## src/hdl/gpg_pkg.sv

```systemverilog
`default_nettype none
package gpg_pkg;

    localparam int VALUE_W        = 61;
    localparam int SLOT_W         = 4;
    localparam int LEVEL_W        = 6;
    localparam int CFG_W          = 7;
    localparam int CFG_IDX_W      = 2;
    localparam int MAX_LEVELS_DEF = 16;
    localparam int MOD_BITS_DEF   = 61;

    localparam logic [CFG_W-1:0] BASE_BITS_RST   = 7'd16;
    localparam logic [CFG_W-1:0] LEVEL_COUNT_RST = 7'd4;

    localparam logic [CFG_IDX_W-1:0] CFG_BASE_BITS   = 2'd0;
    localparam logic [CFG_IDX_W-1:0] CFG_LEVEL_COUNT = 2'd1;

    typedef struct packed {
        logic [CFG_W-1:0] base_bits;
        logic [CFG_W-1:0] level_count;
    } gpg_cfg_t;

    typedef enum logic [1:0] {
        ST_IDLE,
        ST_EMIT,
        ST_DOUBLE
    } gpg_state_t;

endpackage
`default_nettype wire

```

## src/hdl/gpg_in_if.sv

```systemverilog
`default_nettype none
interface gpg_in_if;
    import gpg_pkg::*;

    logic               valid;
    logic               ready;
    logic [VALUE_W-1:0] modulus;
    logic [SLOT_W-1:0]  modulus_slot;

    modport source (output valid, modulus, modulus_slot, input ready);
    modport sink   (input valid, modulus, modulus_slot, output ready);
endinterface
`default_nettype wire

```

## src/hdl/gpg_out_if.sv

```systemverilog
`default_nettype none
interface gpg_out_if;
    import gpg_pkg::*;

    logic               valid;
    logic               ready;
    logic [VALUE_W-1:0] gadget_value;
    logic [LEVEL_W-1:0] level;
    logic [SLOT_W-1:0]  row_slot;
    logic               last;

    modport source (output valid, gadget_value, level, row_slot, last, input ready);
    modport sink   (input valid, gadget_value, level, row_slot, last, output ready);
endinterface
`default_nettype wire

```

## src/hdl/gpg_cfg_if.sv

```systemverilog
`default_nettype none
interface gpg_cfg_if;
    import gpg_pkg::*;

    logic                 valid;
    logic                 ready;
    logic [CFG_IDX_W-1:0] index;
    logic [CFG_W-1:0]     data;

    modport source (output valid, index, data, input ready);
    modport sink   (input valid, index, data, output ready);
endinterface
`default_nettype wire

```

## src/hdl/gpg_cfg_regs.sv

```systemverilog
`default_nettype none
module gpg_cfg_regs (
    input  wire logic        clk,
    input  wire logic        rst_n,
    gpg_cfg_if.sink          cfg_ch,
    output gpg_pkg::gpg_cfg_t cfg
);
    import gpg_pkg::*;

    logic [CFG_W-1:0] base_bits_reg, base_bits_next;
    logic [CFG_W-1:0] level_count_reg, level_count_next;

    assign cfg_ch.ready = 1'b1;

    always_comb
    begin
        base_bits_next   = base_bits_reg;
        level_count_next = level_count_reg;
        if (cfg_ch.valid)
        begin
            // unknown indexes drop silently
            unique case (cfg_ch.index)
                CFG_BASE_BITS:   base_bits_next   = cfg_ch.data;
                CFG_LEVEL_COUNT: level_count_next = cfg_ch.data;
                default:         ;
            endcase
        end
    end

    always_ff @(posedge clk or negedge rst_n)
    begin
        if (!rst_n)
        begin
            base_bits_reg   <= BASE_BITS_RST;
            level_count_reg <= LEVEL_COUNT_RST;
        end
        else
        begin
            base_bits_reg   <= base_bits_next;
            level_count_reg <= level_count_next;
        end
    end

    assign cfg.base_bits   = base_bits_reg;
    assign cfg.level_count = level_count_reg;

endmodule
`default_nettype wire

```

## src/hdl/gpg_mod_double.sv

```systemverilog
`default_nettype none
module gpg_mod_double #(
    parameter int MOD_BITS = 61
) (
    input  wire logic [MOD_BITS-1:0] x,
    input  wire logic [MOD_BITS-1:0] q,
    output logic      [MOD_BITS-1:0] y
);
    logic [MOD_BITS:0]   dbl;
    logic [MOD_BITS+1:0] diff;

    // x < q, so one conditional subtract brings 2x back below q
    assign dbl  = {x, 1'b0};
    assign diff = {1'b0, dbl} - {2'b00, q};
    assign y    = diff[MOD_BITS+1] ? dbl[MOD_BITS-1:0] : diff[MOD_BITS-1:0];

endmodule
`default_nettype wire

```

## src/hdl/gpg_seq.sv

```systemverilog
`default_nettype none
module gpg_seq #(
    parameter int MAX_LEVELS = 16,
    parameter int MOD_BITS   = 61
) (
    input  wire logic                 clk,
    input  wire logic                 rst_n,
    input  gpg_pkg::gpg_cfg_t         cfg,
    gpg_in_if.sink                    in_ch,
    gpg_out_if.source                 out_ch,
    output logic      [MOD_BITS-1:0]  dbl_x,
    output logic      [MOD_BITS-1:0]  dbl_q,
    input  wire logic [MOD_BITS-1:0]  dbl_y
);
    import gpg_pkg::*;

    localparam int LVL_W = (MAX_LEVELS > 1) ? $clog2(MAX_LEVELS) : 1;

    gpg_state_t state_reg, state_next;

    logic [MOD_BITS-1:0] q_reg, q_next;
    logic [MOD_BITS-1:0] power_reg, power_next;
    logic [SLOT_W-1:0]   slot_reg, slot_next;
    logic                deg_reg, deg_next;
    logic [LVL_W-1:0]    level_reg, level_next;
    logic [CFG_W-1:0]    cnt_reg, cnt_next;

    logic                out_valid_reg, out_valid_next;
    logic [VALUE_W-1:0]  out_value_reg, out_value_next;
    logic [LEVEL_W-1:0]  out_level_reg, out_level_next;
    logic [SLOT_W-1:0]   out_slot_reg, out_slot_next;
    logic                out_last_reg, out_last_next;

    logic [63:0]         q_wide;
    logic [63:0]         power_wide;
    logic [MOD_BITS-1:0] q_in;
    logic                deg_in;
    logic [CFG_W-1:0]    levels_sat;
    logic                out_free;

    assign q_wide     = 64'(in_ch.modulus);
    assign q_in       = q_wide[MOD_BITS-1:0];
    assign deg_in     = (q_in < MOD_BITS'(2));
    assign power_wide = 64'(power_reg);
    assign levels_sat = (cfg.level_count > CFG_W'(MAX_LEVELS)) ? CFG_W'(MAX_LEVELS)
                                                              : cfg.level_count;
    assign out_free   = !out_valid_reg || out_ch.ready;

    assign in_ch.ready = (state_reg == ST_IDLE);
    assign dbl_x       = power_reg;
    assign dbl_q       = q_reg;

    always_comb
    begin
        state_next     = state_reg;
        q_next         = q_reg;
        power_next     = power_reg;
        slot_next      = slot_reg;
        deg_next       = deg_reg;
        level_next     = level_reg;
        cnt_next       = cnt_reg;
        out_valid_next = out_valid_reg;
        out_value_next = out_value_reg;
        out_level_next = out_level_reg;
        out_slot_next  = out_slot_reg;
        out_last_next  = out_last_reg;

        if (out_valid_reg && out_ch.ready)
        begin
            out_valid_next = 1'b0;
        end

        unique case (state_reg)
            ST_IDLE:
            begin
                if (in_ch.valid)
                begin
                    q_next     = q_in;
                    slot_next  = in_ch.modulus_slot;
                    deg_next   = deg_in;
                    power_next = deg_in ? '0 : MOD_BITS'(1);
                    level_next = LVL_W'(levels_sat - CFG_W'(1));
                    // zero levels: the word is consumed with no result
                    if (levels_sat != '0)
                    begin
                        state_next = ST_EMIT;
                    end
                end
            end
            ST_EMIT:
            begin
                if (out_free)
                begin
                    out_valid_next = 1'b1;
                    out_value_next = power_wide[VALUE_W-1:0];
                    out_level_next = LEVEL_W'(level_reg);
                    out_slot_next  = slot_reg;
                    out_last_next  = (level_reg == '0);
                    if (level_reg == '0)
                    begin
                        state_next = ST_IDLE;
                    end
                    else
                    begin
                        level_next = level_reg - LVL_W'(1);
                        cnt_next   = '0;
                        if (!deg_reg && (cfg.base_bits != '0))
                        begin
                            state_next = ST_DOUBLE;
                        end
                    end
                end
            end
            ST_DOUBLE:
            begin
                power_next = dbl_y;
                cnt_next   = CFG_W'(cnt_reg + CFG_W'(1));
                if (CFG_W'(cnt_reg + CFG_W'(1)) == cfg.base_bits)
                begin
                    state_next = ST_EMIT;
                end
            end
            default:
            begin
                state_next = ST_IDLE;
            end
        endcase
    end

    always_ff @(posedge clk or negedge rst_n)
    begin
        if (!rst_n)
        begin
            state_reg     <= ST_IDLE;
            out_valid_reg <= 1'b0;
        end
        else
        begin
            state_reg     <= state_next;
            out_valid_reg <= out_valid_next;
        end
    end

    always_ff @(posedge clk)
    begin
        q_reg         <= q_next;
        power_reg     <= power_next;
        slot_reg      <= slot_next;
        deg_reg       <= deg_next;
        level_reg     <= level_next;
        cnt_reg       <= cnt_next;
        out_value_reg <= out_value_next;
        out_level_reg <= out_level_next;
        out_slot_reg  <= out_slot_next;
        out_last_reg  <= out_last_next;
    end

    assign out_ch.valid        = out_valid_reg;
    assign out_ch.gadget_value = out_value_reg;
    assign out_ch.level        = out_level_reg;
    assign out_ch.row_slot     = out_slot_reg;
    assign out_ch.last         = out_last_reg;

    a_stall_holds_emit: assert property (@(posedge clk) disable iff (!rst_n)
        (state_reg == ST_EMIT && out_valid_reg && !out_ch.ready) |=> state_reg == ST_EMIT)
        else $error("sequencer left EMIT while the output word was stalled");

    a_power_reduced: assert property (@(posedge clk) disable iff (!rst_n)
        (state_reg != ST_IDLE && !deg_reg) |-> (power_reg < q_reg))
        else $error("running power not reduced below the modulus");

    a_last_ends_run: assert property (@(posedge clk) disable iff (!rst_n)
        (state_reg == ST_EMIT && out_free && level_reg == '0)
        |=> (state_reg == ST_IDLE && out_valid_reg && out_last_reg))
        else $error("level zero did not close the run with a last word");

endmodule
`default_nettype wire

```

## src/hdl/gadget_power_generator.sv

```systemverilog
`default_nettype none
// Gadget row generator: for each modulus word q it emits L = min(level_count, MAX_LEVELS)
// result words, level L-1 down to 0, the first carrying 1 and each next one the previous
// value times 2^base_bits mod q, with last set on level 0; a modulus below 2 gives 0 on
// every level. A single modular doubling unit (double plus conditional subtract) does one
// doubling per cycle; base_bits doublings lie between result words, and an output stall
// holds the block on the pending result word. A modulus below 2 or base_bits of 0 skips
// the doublings, and a level_count of 0 consumes the word with no result. The input
// is ready only while no run is in progress; the last result may still wait in the output
// register while the next modulus is taken.
module gadget_power_generator #(
    parameter int MAX_LEVELS = gpg_pkg::MAX_LEVELS_DEF,
    parameter int MOD_BITS   = gpg_pkg::MOD_BITS_DEF
) (
    input  wire logic clk,
    input  wire logic rst_n,
    gpg_in_if.sink    in_ch,
    gpg_out_if.source out_ch,
    gpg_cfg_if.sink   cfg_ch
);
    import gpg_pkg::*;

    gpg_cfg_t            cfg;
    logic [MOD_BITS-1:0] dbl_x;
    logic [MOD_BITS-1:0] dbl_q;
    logic [MOD_BITS-1:0] dbl_y;

    gpg_cfg_regs u_cfg_regs (
        .clk    (clk),
        .rst_n  (rst_n),
        .cfg_ch (cfg_ch),
        .cfg    (cfg)
    );

    gpg_mod_double #(
        .MOD_BITS (MOD_BITS)
    ) u_mod_double (
        .x (dbl_x),
        .q (dbl_q),
        .y (dbl_y)
    );

    gpg_seq #(
        .MAX_LEVELS (MAX_LEVELS),
        .MOD_BITS   (MOD_BITS)
    ) u_seq (
        .clk    (clk),
        .rst_n  (rst_n),
        .cfg    (cfg),
        .in_ch  (in_ch),
        .out_ch (out_ch),
        .dbl_x  (dbl_x),
        .dbl_q  (dbl_q),
        .dbl_y  (dbl_y)
    );

endmodule
`default_nettype wire
```

## src/flat_wrapper.sv

```systemverilog
// flat-port wrapper written by rule: the top's interface ports become plain ports
module gadget_power_generator_flat import gpg_pkg::*;
#(
    parameter int MAX_LEVELS = gpg_pkg::MAX_LEVELS_DEF,
    parameter int MOD_BITS   = gpg_pkg::MOD_BITS_DEF
)
  (clk, rst_n, in_ch_valid, in_ch_modulus, in_ch_modulus_slot, in_ch_ready, out_ch_valid, out_ch_gadget_value, out_ch_level, out_ch_row_slot, out_ch_last, out_ch_ready, cfg_ch_valid, cfg_ch_index, cfg_ch_data, cfg_ch_ready);
  gpg_in_if in_ch_i ();
  gpg_out_if out_ch_i ();
  gpg_cfg_if cfg_ch_i ();
  input  wire logic clk;
  input  wire logic rst_n;
  input wire logic [$bits(in_ch_i.valid)-1:0] in_ch_valid;
  input wire logic [$bits(in_ch_i.modulus)-1:0] in_ch_modulus;
  input wire logic [$bits(in_ch_i.modulus_slot)-1:0] in_ch_modulus_slot;
  output wire logic [$bits(in_ch_i.ready)-1:0] in_ch_ready;
  output wire logic [$bits(out_ch_i.valid)-1:0] out_ch_valid;
  output wire logic [$bits(out_ch_i.gadget_value)-1:0] out_ch_gadget_value;
  output wire logic [$bits(out_ch_i.level)-1:0] out_ch_level;
  output wire logic [$bits(out_ch_i.row_slot)-1:0] out_ch_row_slot;
  output wire logic [$bits(out_ch_i.last)-1:0] out_ch_last;
  input wire logic [$bits(out_ch_i.ready)-1:0] out_ch_ready;
  input wire logic [$bits(cfg_ch_i.valid)-1:0] cfg_ch_valid;
  input wire logic [$bits(cfg_ch_i.index)-1:0] cfg_ch_index;
  input wire logic [$bits(cfg_ch_i.data)-1:0] cfg_ch_data;
  output wire logic [$bits(cfg_ch_i.ready)-1:0] cfg_ch_ready;
  assign in_ch_i.valid = in_ch_valid;
  assign in_ch_i.modulus = in_ch_modulus;
  assign in_ch_i.modulus_slot = in_ch_modulus_slot;
  assign in_ch_ready = in_ch_i.ready;
  assign out_ch_valid = out_ch_i.valid;
  assign out_ch_gadget_value = out_ch_i.gadget_value;
  assign out_ch_level = out_ch_i.level;
  assign out_ch_row_slot = out_ch_i.row_slot;
  assign out_ch_last = out_ch_i.last;
  assign out_ch_i.ready = out_ch_ready;
  assign cfg_ch_i.valid = cfg_ch_valid;
  assign cfg_ch_i.index = cfg_ch_index;
  assign cfg_ch_i.data = cfg_ch_data;
  assign cfg_ch_ready = cfg_ch_i.ready;
  gadget_power_generator #(.MAX_LEVELS(MAX_LEVELS), .MOD_BITS(MOD_BITS)) u_core (.clk(clk), .rst_n(rst_n), .in_ch(in_ch_i), .out_ch(out_ch_i), .cfg_ch(cfg_ch_i));
endmodule
```

## config.mk

```make
export PLATFORM = sky130hd
export DESIGN_NAME = gadget_power_generator_flat
export DESIGN_NICKNAME = d
export VERILOG_FILES = /design/src/hdl/gpg_pkg.sv /design/src/hdl/gpg_in_if.sv /design/src/hdl/gpg_out_if.sv /design/src/hdl/gpg_cfg_if.sv /design/src/hdl/gpg_cfg_regs.sv /design/src/hdl/gpg_mod_double.sv /design/src/hdl/gpg_seq.sv /design/src/hdl/gadget_power_generator.sv /design/src/flat_wrapper.sv
export SDC_FILE = /design/constraint.sdc
export NUM_CORES = 1
export LEC_CHECK = 0
export ABC_AREA = 0
export BUFFER_PORTS_ARGS = -buffer_cell sky130_fd_sc_hd__buf_2
export CELL_PAD_IN_SITES_DETAIL_PLACEMENT = 0
export CELL_PAD_IN_SITES_GLOBAL_PLACEMENT = 1
export CORE_MARGIN = 2
export CORE_UTILIZATION = 51
export CTS_BUF_LIST = sky130_fd_sc_hd__clkbuf_4
export DETAILED_ROUTE_END_ITERATION = 8
export PLACE_DENSITY_LB_ADDON = 0.1
export SYNTH_ARGS = -nofsm -noshare
export SYNTH_HDL_FRONTEND = slang
export SYNTH_SLANG_ARGS = --single-unit
export TNS_END_PERCENT = 50
```

## constraint.sdc

```tcl
create_clock -name clk -period 7.4 [get_ports clk]
set_input_delay 1.48 -clock clk [delete_from_list [all_inputs] [get_ports clk]]
set_output_delay 1.48 -clock clk [all_outputs]
set_load 0.03 [all_outputs]
```

== Word level (Yosys, flattened, before mapping) ==
Index checks and enable logic that the tools add are counted.

* Register bits after elaboration: 225
* Bits of input ports: 79
* Output and inout bits: 75
* Word-level logic and storage cells: 73

* $add $sub $neg: 4
* Magnitude comparators: 2
* Eq/ne operators: 10
* Muxes and demuxes: 22
* Reductions and logical operators: 21

{| class="wikitable"
|+ Operators with widths
! operator !! count
|-
| $mux 61 || 2
|-
| $pmux 61 s2 || 1
|-
| $sub 62x61->63 || 1
|-
| $lt 61x2->1 const B || 1
|-
| $mux 7 || 3
|-
| $pmux 7 s2 || 1
|-
| $reduce_bool 7->1 || 2
|-
| $mux 2 || 6
|-
| $mux 4 || 3
|-
| $reduce_and 2->1 || 5
|-
| $ne 2x2->1 const B || 4
|-
| $pmux 4 s2 || 1
|-
| $sub 4x1->4 const B || 2
|-
| $add 7x1->7 const B || 1
|-
| $eq 7x7->1 || 1
|-
| $gt 7x5->1 const B || 1
|-
| $pmux 2 s3 || 1
|-
| $reduce_bool 2->1 || 3
|-
| $reduce_and 5->1 || 1
|-
| $eq 2x1->1 const B || 2
|-
| $logic_not 2->1 || 2
|-
| $logic_not 4->1 || 1
|-
| $mux 1 || 4
|-
| $reduce_and 4->1 || 1
|-
| 7 further kinds || 9
|}

== Depth between registers and ports, before layout ==
* Depth in word-level cells: 6
* Depth in mapped cells: 15
* Mapped depth without buffers: 12

== Hierarchy ==
A second synthesis with hierarchy kept.

* Cell total of the unflattened synthesis: 1115
* Area total of the unflattened synthesis: 12714.7 sq um

{| class="wikitable"
|+ By module, submodules not included
! module !! instances !! cells each !! area an instance (sq um) !! seq. area each (sq um)
|-
| gpg_seq || 1 || 377 || 7397.1 || 6321.1
|-
| gpg_mod_double || 1 || 706 || 4765.8 || 0.0
|-
| gpg_cfg_regs || 1 || 32 || 551.8 || 352.8
|}

== Least setup slack after synthesis ==
No wires, ideal clock.

* Path kind: input to register
* From: in out_ch_ready
* To: reg u_core.u_seq.level_reg[0], enable pin
* Library setup time: 344 ps
* Arrival: 4841 ps
* Required time: 7056 ps
* Slack: 2215 ps
* Cell stages on the path: 3
* Buffers on the path: 0
* Cell sequence: nor2b_1 -> nor2_1 -> a2bb2oi_1

* Word-level cells in the longest chain between the ends: 3

{| class="wikitable"
|+ Ends and longest elaborated chain
! item !! line !! source
|-
| start: declaration || flat_wrapper.sv:22 || <nowiki>input wire logic [$bits(out_ch_i.ready)-1:0] out_ch_ready;</nowiki>
|-
| $logic_or 1x1->1 || gpg_seq.sv:47 || <nowiki>assign out_free = !out_valid_reg || out_ch.ready;</nowiki>
|-
| $ne 2x2->1 (no source line) || n/a ||
|-
| $reduce_and 4->1 (no source line) || n/a ||
|-
| end signal: assignment || gpg_seq.sv:150 || <nowiki>level_reg <= level_next;</nowiki>
|-
| end: declaration || gpg_seq.sv:25 || <nowiki>logic [LVL_W-1:0] level_reg, level_next;</nowiki>
|}

No other way between the ends.
A chain may end at the register's enable or synchronous reset.

== Worst setup path after layout ==
* From: reg u_core.u_seq.q_reg[0] (netlist: u_core.u_seq.dbl_q[0])
* To: reg u_core.u_seq.power_reg[21] (netlist: u_core.u_seq.dbl_x[21]) (data pin)

* Word-level cells in the longest chain between the ends: 3

{| class="wikitable"
|+ Ends and longest elaborated chain
! item !! line !! source
|-
| start: declaration || gpg_seq.sv:21 || <nowiki>logic [MOD_BITS-1:0] q_reg, q_next;</nowiki>
|-
| start signal: assignment || gpg_seq.sv:146 || <nowiki>q_reg <= q_next;</nowiki>
|-
| $sub 62x61->63 || gpg_mod_double.sv:14 || <nowiki>assign diff = {1'b0, dbl} - {2'b00, q};</nowiki>
|-
| $mux 61 || gpg_mod_double.sv:15 || <nowiki>assign y = diff[MOD_BITS+1] ? dbl[MOD_BITS-1:0] : diff[MOD_BITS-1:0];</nowiki>
|-
| $pmux 61 s2 || gpg_seq.sv:73 || <nowiki>unique case (state_reg)</nowiki>
|-
| end signal: assignment || gpg_seq.sv:147 || <nowiki>power_reg <= power_next;</nowiki>
|-
| end: declaration || gpg_seq.sv:22 || <nowiki>logic [MOD_BITS-1:0] power_reg, power_next;</nowiki>
|}

No other way between the ends.

==> reports/qor.yml <==
timing.clock.skew_ps: 72.0
synth_area_um2: 12100
first_pass_iters: 8
worst_slew_margin_rel_pct: 17.9
synth_top_area_share_pct: 51.4
p_sw_mw: 3.18
postRouteAntennaNets: 0
timing.final.crit_period_ps: 4260
synth_most_common_cell: "edfxtp_1"
tightest_slew_ps: 1220
htree_num_levels: 2
number_of_global_route_vias_before_repair: 8726
final.setup.worst_slack_ps: 3140
power_mw: 7.01
hold_ws_ps: 428
areaGrowthSynthToFinish_pct: 14.0
number_of_resized_instances_in_the_post_cts_repair_step: 0
power.density_cell_area_nw_per_um2: 507
final_net_count: 1433
floorplan.rows: 56
dr_total_vias: 9140
irDropWorstVdd_v: 0.000257
worstPathArrival_ps: 4740
critical_path_cell_count: 13
synth_cell_type_count: 68
setup_total_negative_slack_ps: 0
max-clock-path-buffers: 3
number_of_antenna_violations_at_the_first_check_in_global_routing: 1
placement.io_buffers: 150
yosys_most_used_dff: "edfxtp_1"
pre_cts_ws_ps: 3210
async_reset_ff_share_pct: 7.56
path_cells: "inv_1, fa_1, a211oi_1, o21ai_0, nand3_1, nand2_1, o211ai_1, a21oi_1, o21ai_1, and2_1, buf_4, nand2_1, a21oi_1"
die_h_um: 158
total_buffers_and_inverters_traversed_by_the_critical_path: 2
post-route-period-util_pct: 57.6
yosys.area.top_type: "edfxtp_1"
tritoncts_clock_tree: "built"
gr-usage-all-layers_pct: 24.2
final_max_slew_viol_count: 0
die_area_um2: 25100
dp.final_hpwl_um: 21800
post_route_cells_drive_above_1_share_pct: 20.7
yosysSeqAreaShare_pct: 55.0
cts-buffers-inserted: 57
core_region_area_um2: 23400
comb_power_share_pct: 51.6
drv.max_cap_violation_count: 0
synthSimpleGateAreaFrac_pct: 12.5
clkSlewWorstSetupHoldPaths_ps: 60
fp.dieW_um: 158
cts.sinks: 225
synth_top_cells_by_count: "edfxtp_1, nand2_1, a21oi_1, inv_1, ha_1"
pwr-share-clk_pct: 14.7
cell_at_the_root_of_the_clock_tree: "clkbuf_4"
post-cts-setup-buffer-count: 0
fmax_mhz: 234
critPathRequiredTime_ps: 7870
combinational_family_with_the_most_area_after_synthesis: "compound AO/OA/AOI/OAI gates"
reg2reg_depth: 13
yosys.area_share.xor_xnor_pct: 4.76
floorplan.initialDensity_pct: 51.9
avgRoutedWirePerCell_um: 18.0
gp_routability_congestion: 0.904
setup.worst_path.start_class: "flop"
path_delay_family: "compound AO/OA/AOI/OAI gates"
worstHoldPathType: "flop to flop"
crit_type: "flop to flop"
synth_edf_count: 208
first_iter_violations: 635
worst_skew_pair.late_latency_ps: 700
post-route-util_pct: 59.1
grt_start_max_net_pins: 70
hold-path-cell-count: 0
final-hold-violation-count: 0
finalSetupViolCount: 0
synthMuxAreaShare_pct: 1.46
cts_hold_buf: 0
share_of_power_burned_in_registers_pct: 33.7
ioPinCount: 154
drc_errors: 0
run_status: "finished, final reports clean"
synth.area.top_cells: "edfxtp_1, ha_1, a21oi_1"
grt.overflow.total: 0
syn_avg_cell_area_um2: 10.8
synth_compound_gate_area_share_pct: 15.1
placed_cells: 1551
yosysWarningCount: 0
endpoint_kind: "flop"
post-route-cell-area_um2: 13800
wire_length_of_the_first_global_routing_pass_um: 46800
overall_routed_net_length_um: 29900
adder_cell_share_of_the_synthesized_area_pct: 6.55
synth.ff_latch_count: 225
cellInternalPower_mw: 3.83
p_leak_nw: 5.69
peak_fanout_along_the_critical_path: 25
placed_cell_area_um2: 13100
synthesized_netlist_cell_count: 1122
route.detailed.vias_per_inst: 5.52
cp_slowest_cell: "and2_1"
post_layout_instance_count_excluding_filler_cells: 1656
grt_setup_unrepaired: "false"
max_stage_delay_ps: 810
sw_frac_of_total_pct: 45.3
==> per-layer routing <==
metal	share of wire, %	track usage [%]
met1	47	35.0
met2	44	37.0
met3	6.1	4.71
met4	2.3	7.59
met5	0	0
==> area by class of cell <==
class	instances	area, um2
Tap cell	319	399
Multi-Input combinational cell	766	4920
Antenna cell	1	2.50
Inverter	85	319
Timing Repair Buffer	156	796
Fill cell	2053	9570
Sequential cell	225	6670
Clock inverter	26	138
Clock buffer	78	586
==> power by group through the flow <==
stage / Combinational [mW] / Clock [mW] / Sequential [mW]
after floorplan: 2.43 / 0 / 2.62
after global placement: 3.58 / 0 / 2.38
after detailed placement: 3.58 / 0 / 2.39
after CTS: 3.60 / 1.07 / 2.37
after global routing: 4.00 / 1.13 / 2.42
final: 3.61 / 1.03 / 2.36
==> final timing paths <==
check	startpoint	end	slack [ps]
min in group asynchronous	rst_n	u_core.u_cfg_regs.level_count_reg[6]	720
hold reg to reg	u_core.u_seq.slot_reg[0]	u_core.u_seq.out_ch.row_slot[0]	430
setup reg to reg	u_core.u_seq.dbl_q[0]	u_core.u_seq.dbl_x[21]	3140
max in group asynchronous	rst_n	u_core.u_cfg_regs.base_bits_reg[4]	6360
hold / removal	u_core.u_seq.slot_reg[0]	u_core.u_seq.out_ch.row_slot[0]	430
setup / recovery	u_core.u_seq.dbl_q[0]	u_core.u_seq.dbl_x[21]	3140
==> cells by family (layout without fill, tap and decap cells) <==
family | Yosys count | after routing
xor+xnor | 66 | 66
other cells | 2 | 4
mux | 16 | 16
flops | 225 | 225
fa+ha+maj | 63 | 63
buf+inv | 132 | 345
simple gates | 322 | 322
compound gates | 296 | 296
==> layout by cell type (no fill, tap or decap), types with 4 or more instances in the layout <==
cell,Yosys,final
xor2_1,27,27
a21o_1,26,26
a21boi_0,4,4
or4_1,4,4
and3_1,8,8
clkinv_1,0,16
o211ai_1,6,6
nand3b_1,4,4
a21oi_1,126,126
clkinv_2,0,7
inv_1,85,84
nand2_1,137,135
clkbuf_4,0,78
nand2b_1,5,4
dfrtp_1,15,15
a31oi_1,8,8
o21a_1,6,6
nand3_1,20,20
or3_1,4,4
and2_1,6,6
mux2_2,14,14
nor3_1,11,11
buf_2,17,150
xnor2_1,39,39
nor2_1,60,59
ha_1,62,62
nor2b_1,8,8
a22oi_1,6,6
buf_4,11,6
o21bai_1,16,16
nor4_1,18,18
a211oi_1,19,19
o31ai_1,8,8
edfxtp_1,208,208
nand4_1,26,26
o21ai_0,43,43
No activity file was read; power rests on OpenSTA's default activity.
